**config.mk**
```make
export PLATFORM = sky130hd
export DESIGN_NAME = bounded_stack_range_scan_core
export DESIGN_NICKNAME = d
export VERILOG_FILES = /design/src/hdl/bsrs_pkg.sv /design/src/hdl/bsrs_cell.sv /design/src/hdl/bounded_stack_range_scan_core.sv
export SDC_FILE = /design/constraint.sdc
export NUM_CORES = 2
export LEC_CHECK = 0
export BUFFER_PORTS_ARGS = -buffer_cell sky130_fd_sc_hd__buf_2
export CAP_MARGIN = 25
export CELL_PAD_IN_SITES_DETAIL_PLACEMENT = 0
export CELL_PAD_IN_SITES_GLOBAL_PLACEMENT = 1
export CORE_MARGIN = 5
export CORE_UTILIZATION = 54
export CTS_CLUSTER_SIZE = 16
export DETAILED_ROUTE_END_ITERATION = 6
export GPL_TIMING_DRIVEN = 0
export PLACE_DENSITY_LB_ADDON = 0.1
export SLEW_MARGIN = 20
export SYNTH_ARGS = -nofsm -noshare
export SYNTH_HDL_FRONTEND = slang
export SYNTH_HIERARCHICAL = 1
export SYNTH_SLANG_ARGS = --single-unit
```
**constraint.sdc**
```tcl
create_clock -name clock -period 13.21 [get_ports clock]
set_input_delay 0.6605 -clock clock [delete_from_list [all_inputs] [get_ports clock]]
set_output_delay 0.6605 -clock clock [all_outputs]
set_load 0.02 [all_outputs]
```
**src/hdl/bsrs_pkg.sv**
```systemverilog
package bsrs_pkg;

   // Operation codes
   localparam logic [2:0] OP_PUSH  = 3'd0;
   localparam logic [2:0] OP_POP   = 3'd1;
   localparam logic [2:0] OP_CLEAR = 3'd2;
   localparam logic [2:0] OP_PEEK  = 3'd3;
   localparam logic [2:0] OP_SCAN  = 3'd4;

   // Status codes
   localparam logic [1:0] STATUS_OK    = 2'd0;
   localparam logic [1:0] STATUS_FULL  = 2'd1;
   localparam logic [1:0] STATUS_EMPTY = 2'd2;

   // Cell commands
   localparam logic [1:0] CELL_HOLD   = 2'd0;
   localparam logic [1:0] CELL_PUSH   = 2'd1;
   localparam logic [1:0] CELL_POP    = 2'd2;
   localparam logic [1:0] CELL_ROTATE = 2'd3;

   typedef struct packed {
      logic [63:0]        name;
      logic [7:0]         kind;
      logic signed [31:0] value;
   } rec_type;

   typedef struct packed {
      logic [1:0] cmd;
      logic       wrap;
   } cell_ctl_type;

   typedef struct packed {
      logic [2:0]         operation;
      logic [63:0]        entry_name;
      logic [7:0]         entry_kind;
      logic signed [31:0] entry_value;
      logic signed [31:0] range_low;
      logic signed [31:0] range_high;
   } req_type;

   typedef struct packed {
      logic [1:0]         status;
      logic               item_valid;
      logic [63:0]        item_name;
      logic [7:0]         item_kind;
      logic signed [31:0] item_value;
      logic               last;
   } rsp_type;

   function automatic rsp_type make_status(input logic [1:0] status, input logic last);
      rsp_type r;
      r            = '0;
      r.status     = status;
      r.last       = last;
      return r;
   endfunction

   function automatic rsp_type make_record(input rec_type rec, input logic last);
      rsp_type r;
      r.status     = STATUS_OK;
      r.item_valid = 1'b1;
      r.item_name  = rec.name;
      r.item_kind  = rec.kind;
      r.item_value = rec.value;
      r.last       = last;
      return r;
   endfunction

endpackage

```
**src/hdl/bsrs_cell.sv**
```systemverilog
module bsrs_cell (
   input  logic                  clock,
   input  bsrs_pkg::cell_ctl_type ctl,
   input  bsrs_pkg::rec_type     above_rec,
   input  bsrs_pkg::rec_type     below_rec,
   input  bsrs_pkg::rec_type     wrap_rec,
   output bsrs_pkg::rec_type     rec
);

   bsrs_pkg::rec_type rec_ff;
   bsrs_pkg::rec_type rec_in;

   // Pick the next record: hold, take from above, take from below, or wrap
   always_comb begin
      unique case (ctl.cmd)
         bsrs_pkg::CELL_HOLD:   rec_in = rec_ff;
         bsrs_pkg::CELL_PUSH:   rec_in = above_rec;
         bsrs_pkg::CELL_POP:    rec_in = below_rec;
         bsrs_pkg::CELL_ROTATE: rec_in = ctl.wrap ? wrap_rec : below_rec;
         default:               rec_in = rec_ff;
      endcase
   end

   always_ff @(posedge clock) begin
      rec_ff <= rec_in;
   end

   assign rec = rec_ff;

endmodule

```
**src/hdl/bounded_stack_range_scan_core.sv**
```systemverilog
// Channel | Ports                          | Direction | Transfer when
// req     | req_valid, req_stall, req_data | in        | req_valid && !req_stall
// rsp     | rsp_valid, rsp_stall, rsp_data | out       | rsp_valid && !rsp_stall
//
// Records live in a chain of STACK_DEPTH cells, the top in cell 0; push and pop move
// every cell one place, and scan moves every cell one place per cycle while the result
// is not stalled. Push, pop, clear and peek each give one registered response. In a
// range scan the chain rotates one record past cell 0 per cycle, then the closing
// status goes out. One request is in flight at a time. Reset (synchronous) empties the
// stack. A stalled result holds the output register and freezes the scan.
module bounded_stack_range_scan_core #(
   parameter int STACK_DEPTH = 8
) (
   input  logic              clock,
   input  logic              reset,
   input  logic              req_valid,
   output logic              req_stall,
   input  bsrs_pkg::req_type req_data,
   output logic              rsp_valid,
   input  logic              rsp_stall,
   output bsrs_pkg::rsp_type rsp_data
);

   localparam int OCC_W = $clog2(STACK_DEPTH + 1);

   localparam logic STATE_IDLE = 1'b0;
   localparam logic STATE_SCAN = 1'b1;

   logic                     state_ff, state_in;
   logic [OCC_W-1:0]         occ_ff, occ_in;
   logic [OCC_W-1:0]         left_ff, left_in;
   logic signed [31:0]       low_ff, low_in;
   logic signed [31:0]       high_ff, high_in;
   logic                     rsp_valid_ff, rsp_valid_in;
   bsrs_pkg::rsp_type        rsp_data_ff, rsp_data_in;

   logic                     slot_free;
   logic                     req_fire;
   logic [1:0]               cell_cmd;
   bsrs_pkg::rec_type        cell_rec [STACK_DEPTH];
   bsrs_pkg::rec_type        push_rec;
   bsrs_pkg::rec_type        top_rec;

   assign slot_free = !rsp_valid_ff || !rsp_stall;
   assign req_stall = (state_ff != STATE_IDLE) || !slot_free;
   assign req_fire  = req_valid && !req_stall;
   assign top_rec   = cell_rec[0];

   assign push_rec.name  = req_data.entry_name;
   assign push_rec.kind  = req_data.entry_kind;
   assign push_rec.value = req_data.entry_value;

   // Cell chain: cell 0 is the top of stack
   for (genvar i = 0; i < STACK_DEPTH; i++) begin : g_cell
      bsrs_pkg::cell_ctl_type ctl;
      bsrs_pkg::rec_type      above_rec;
      bsrs_pkg::rec_type      below_rec;

      assign ctl.cmd  = cell_cmd;
      assign ctl.wrap = (occ_ff == OCC_W'(i + 1));

      if (i == 0) begin : g_top
         assign above_rec = push_rec;
      end else begin : g_mid
         assign above_rec = cell_rec[i-1];
      end

      if (i == STACK_DEPTH - 1) begin : g_bottom
         assign below_rec = cell_rec[i];
      end else begin : g_inner
         assign below_rec = cell_rec[i+1];
      end

      bsrs_cell u_cell (
         .clock     (clock),
         .ctl       (ctl),
         .above_rec (above_rec),
         .below_rec (below_rec),
         .wrap_rec  (top_rec),
         .rec       (cell_rec[i])
      );
   end

   // Sequence operations and the scan
   always_comb begin
      state_in     = state_ff;
      occ_in       = occ_ff;
      left_in      = left_ff;
      low_in       = low_ff;
      high_in      = high_ff;
      rsp_valid_in = rsp_valid_ff && rsp_stall;
      rsp_data_in  = rsp_data_ff;
      cell_cmd     = bsrs_pkg::CELL_HOLD;

      if (state_ff == STATE_IDLE) begin
         if (req_fire) begin
            rsp_valid_in = 1'b1;
            unique case (req_data.operation)
               bsrs_pkg::OP_PUSH: begin
                  if (occ_ff == OCC_W'(STACK_DEPTH)) begin
                     rsp_data_in = bsrs_pkg::make_status(bsrs_pkg::STATUS_FULL, 1'b1);
                  end else begin
                     cell_cmd    = bsrs_pkg::CELL_PUSH;
                     occ_in      = occ_ff + OCC_W'(1);
                     rsp_data_in = bsrs_pkg::make_status(bsrs_pkg::STATUS_OK, 1'b1);
                  end
               end
               bsrs_pkg::OP_POP: begin
                  if (occ_ff == '0) begin
                     rsp_data_in = bsrs_pkg::make_status(bsrs_pkg::STATUS_EMPTY, 1'b1);
                  end else begin
                     cell_cmd    = bsrs_pkg::CELL_POP;
                     occ_in      = occ_ff - OCC_W'(1);
                     rsp_data_in = bsrs_pkg::make_record(top_rec, 1'b1);
                  end
               end
               bsrs_pkg::OP_CLEAR: begin
                  occ_in      = '0;
                  rsp_data_in = bsrs_pkg::make_status(bsrs_pkg::STATUS_OK, 1'b1);
               end
               bsrs_pkg::OP_PEEK: begin
                  if (occ_ff == '0) begin
                     rsp_data_in = bsrs_pkg::make_status(bsrs_pkg::STATUS_EMPTY, 1'b1);
                  end else begin
                     rsp_data_in = bsrs_pkg::make_record(top_rec, 1'b1);
                  end
               end
               bsrs_pkg::OP_SCAN: begin
                  if (occ_ff == '0) begin
                     rsp_data_in = bsrs_pkg::make_status(bsrs_pkg::STATUS_EMPTY, 1'b1);
                  end else begin
                     // Open the scan; records are emitted from the SCAN state
                     rsp_valid_in = 1'b0;
                     state_in     = STATE_SCAN;
                     left_in      = occ_ff;
                     low_in       = req_data.range_low;
                     high_in      = req_data.range_high;
                  end
               end
               default: begin
                  rsp_data_in = bsrs_pkg::make_status(bsrs_pkg::STATUS_OK, 1'b1);
               end
            endcase
         end
      end else if (slot_free) begin
         if (left_ff != '0) begin
            // Rotate one record past the top and emit it when in range
            cell_cmd     = bsrs_pkg::CELL_ROTATE;
            left_in      = left_ff - OCC_W'(1);
            rsp_valid_in = (top_rec.value > low_ff) && (top_rec.value < high_ff);
            rsp_data_in  = bsrs_pkg::make_record(top_rec, 1'b0);
         end else begin
            // Close the scan with a status-only transfer
            rsp_valid_in = 1'b1;
            rsp_data_in  = bsrs_pkg::make_status(bsrs_pkg::STATUS_OK, 1'b1);
            state_in     = STATE_IDLE;
         end
      end
   end

   always_ff @(posedge clock) begin
      if (reset) begin
         state_ff     <= STATE_IDLE;
         occ_ff       <= '0;
         left_ff      <= '0;
         rsp_valid_ff <= 1'b0;
      end else begin
         state_ff     <= state_in;
         occ_ff       <= occ_in;
         left_ff      <= left_in;
         rsp_valid_ff <= rsp_valid_in;
      end
   end

   always_ff @(posedge clock) begin
      low_ff      <= low_in;
      high_ff     <= high_in;
      rsp_data_ff <= rsp_data_in;
   end

   assign rsp_valid = rsp_valid_ff;
   assign rsp_data  = rsp_data_ff;

endmodule
```
==> summary.md <==
| Metric | Value |
|---|---|
| Number of vias per cell | `6.57` |
| Critical Path RT | `13.59 ns` |
| CP Capture Point | `g_cell[6].u_cell/rec[80]` |
| Main synth FF type | `edfxtp_1` |
| Post-Syn Area | `0.0571 mm2` |
| Post-synth EDFFs | `1004` |
| Post-synth cell types | `between 50 and 60` |
| Slew HR | `31.9%` |
| CTS Buf Count | `between 100 and 150` |
| Placed cell count | `7052` |
| Die W | `335 um` |
| Synth async-reset ratio | `0%` |
| Final setup margin | `roughly 9.2 ns` |
| Hold Fails Final Rpt | `0` |
| GP Congestion | `0.995` |
| Number of routed nets with antenna violations | `0` |
| Synth area leaders | `edfxtp_1, a21bo_2, a31oi_1, nand3_1, nor2_1` |
| Port-buffer cells | `281` |
| Vias in the first global route | `47500` |
| Maxcap violations | `0` |
| Post-CTS Resized | `0` |
| TritonRoute pass-1 iters | `7` |
| Tcrit/Tclk final | `30.6%` |
| Area Overhead vs Synth | `13.0%` |
| Sequential-to-total area share from yosys stat | `53.1%` |
| Status | `complete, but fails checks` |
| Clk_skew | `0.0269 ns` |
| FF-to-FF Start | `left_ff[0]` |
| Final std cells w/o fill | `7281` |
| Full die area | `around 0.11 mm2` |
| First-pass GRT wire length | `302000 um` |
| Min Tclk post-route | `4.04 ns` |
| Post-synth top cells | `edfxtp_1, nor2_1, nand3_1, a31oi_1, a21bo_2` |
| H-tree levels | `3` |
| Total gr overflow | `0` |
| Layout cells sized above 1 | `27.1%` |
| Largest net degree at the start of global routing | `50` |
| Unrepaired setup endpoints after global routing | `false` |
| Root Buffer | `clkbuf_16` |
| Synthesis warning total | `6` |
| Failing checks | `DRC` |
| Final hold slack | `0.125 ns` |
| DP Worst Slack | `approximately 9 ns` |
| Syn Nets | `roughly 5600` |
| Slew Viols, Final | `0` |
| Clock Tree Buf Depth | `3` |
| Setup crit end kind | `flip-flop` |
| WL/cell | `between 20 and 30 um` |
| Avg Cell Area, Syn | `around 11 um2` |
| Core area | `0.105 mm2` |
| Max Freq | `248 MHz` |
| Synthesized flop and latch total | `just over 1000` |
| Row cnt | `119` |
| CTS clk-pin slew, worst paths | `0.06 ns` |
| Routed vias | `47800` |
| WL final | `approximately 210000 um` |
| RR Endpoint | `g_cell[6].u_cell/rec[80]` |
| Worst-path fanout max | `48` |
| Initial Util | `about 54%` |
| Clock sink count | `1014` |
| PwrDens | `112 mW/mm2` |
| Worst-Skew Late Latency | `0.72 ns` |
| Total GRT Usage | `35.6%` |
| Post-CTS Setup Repair Bufs | `0` |
| Critical Path Start Type | `flip-flop` |
| First DRT Iteration DRCs | `roughly 5700` |
| Most numerous cell in the Yosys netlist | `edfxtp_1` |
| Chip height | `335 um` |
| Tot Pwr | `7250 uW` |
| Slew @ Worst Pin | `1.02 ns` |
| Worst Setup SP | `left_ff[0]` |
| # hold bufs at CTS | `0` |
| Syn Inst Count | `5355` |
| Final Net Count | `between 6000 and 7000` |
| Worst Reg-to-Reg Cells | `12` |
| I/O pin count | `285` |
| Initial antenna violation count | `17` |
| Final Setup Violations | `0` |
| Peak supply drop | `roughly 0.00011 V` |
| Reg-to-reg slack, setup | `9.17 ns` |
| Arrival time of the worst setup path | `4.42 ns` |
| Share of the synthesized area in the top cell type | `52.8%` |
| Cell taking the most area after synthesis | `edfxtp_1` |
| LEAKAGE | `between 0.02 and 0.025 uW` |
| # DRC | `1` |
| Sum Neg Setup Slack | `0 ns` |
| HP Class | `primary input to flip-flop` |
| Crit path kind | `flip-flop to flip-flop` |
| CTS tree | `done` |
| Hold path depth | `1` |
| Detailed placement HPWL | `152000 um` |
through the flow:
step / utilization, % / area [um2]
6_report: 61.4 / 64500
5_1_grt: 61.3 / 64500
4_1_cts: 61.3 / 64400
3_5_place_dp: 58.0 / 60900
3_3_place_gp: 57.3 / 60300
2_1_floorplan: - / 57100
layer usage:
metal	global-route usage (%)	vias up	part of all wire, %	routed length, um
li1	-	21100	-	-
met1	45.0	23600	38	79900
met2	57.5	2602	47	97100
met3	6.99	521	8.7	18200
met4	20.5	2	6.5	13500
met5	0	-	0.0077	16
state kept, by name, indices dropped and copies added (netlist names):
register           count
g_cell.u_cell/rec    832
rsp_data             108
high_ff               32
low_ff                32
left_ff                4
occ_ff                 4
rsp_valid              1
state_ff               1
cell type report:
type,instances,area [um2]
Tap cell,1391,1740
Buffer,568,2970
Clock buffer,141,2980
Inverter,77,289
Sequential cell,1014,30300
Multi-Input combinational cell,3696,23600
Timing Repair Buffer,306,2020
Clock inverter,63,552
Fill cell,9012,40600
Antenna cell,25,62.6
power breakdown:
| group | internal, uW | total [uW] | switching [uW] |
|---|---|---|---|
| clock | 1770 | 3120 | 1350 |
| sequential | 3610 | 3670 | 55.9 |
| combinational | 166 | 464 | 297 |
cell usage in the layout (no fill, tap or decap), types with 3 or more instances in the layout:
cell type      n
a211oi_1       4
a21bo_1      128
a21bo_2      704
a21o_1         3
a21oi_1       38
a31oi_1      837
and2_1         5
buf_1         24
buf_12         6
buf_16        17
buf_2        603
buf_4         49
buf_6         32
bufinv_16     10
clkbuf_1     167
clkbuf_16    115
clkinv_1      28
clkinv_2      18
clkinvlp_4     4
dfxtp_1       10
diode_2       25
edfxtp_1    1004
ha_1          69
inv_1         77
inv_6          3
nand2_1       28
nand3_1      838
nand4_1        5
nand4_2        3
nor2_1       855
nor2b_1      105
nor3_1         5
o21ai_0       16
or2_4          8
critical path, cell delays in order (launching register included):
cell and delay (ns):
dfxtp_1 0.39, inv_1 0.06, ha_1 0.21, nand2b_1 0.14
o21ai_4 0.09, a21o_2 0.30, o21ai_1 0.29, buf_4 0.28
buf_2 0.52, buf_2 0.34, or2_4 0.41, buf_12 0.30
buf_16 0.29
how the worst min path moves through the flow:
| stage | from | endpoint |
|---|---|---|
| 2_1_floorplan | left_ff[2] | left_ff[2] |
| 3_3_place_gp | left_ff[2] | left_ff[2] |
| 3_5_place_dp | left_ff[2] | left_ff[2] |
| 4_1_cts | req_data[40] | low_ff[8] |
| 5_1_grt | req_data[46] | low_ff[14] |
| 6_report | req_data[5] | high_ff[5] |
logic make-up after synthesis:
family	after synthesis	synth area share, %
AND/OR/NAND/NOR	1869	14.9
adder cells (fa/ha/maj)	69	1.51
buffers and inverters	645	5.70
AO/OA/AOI/OAI	1754	24.7
multiplexers	3	0.0570
XOR/XNOR	1	0.0153
flip-flops	1014	53.1
Note: power is estimated with default switching activity, not from simulation.
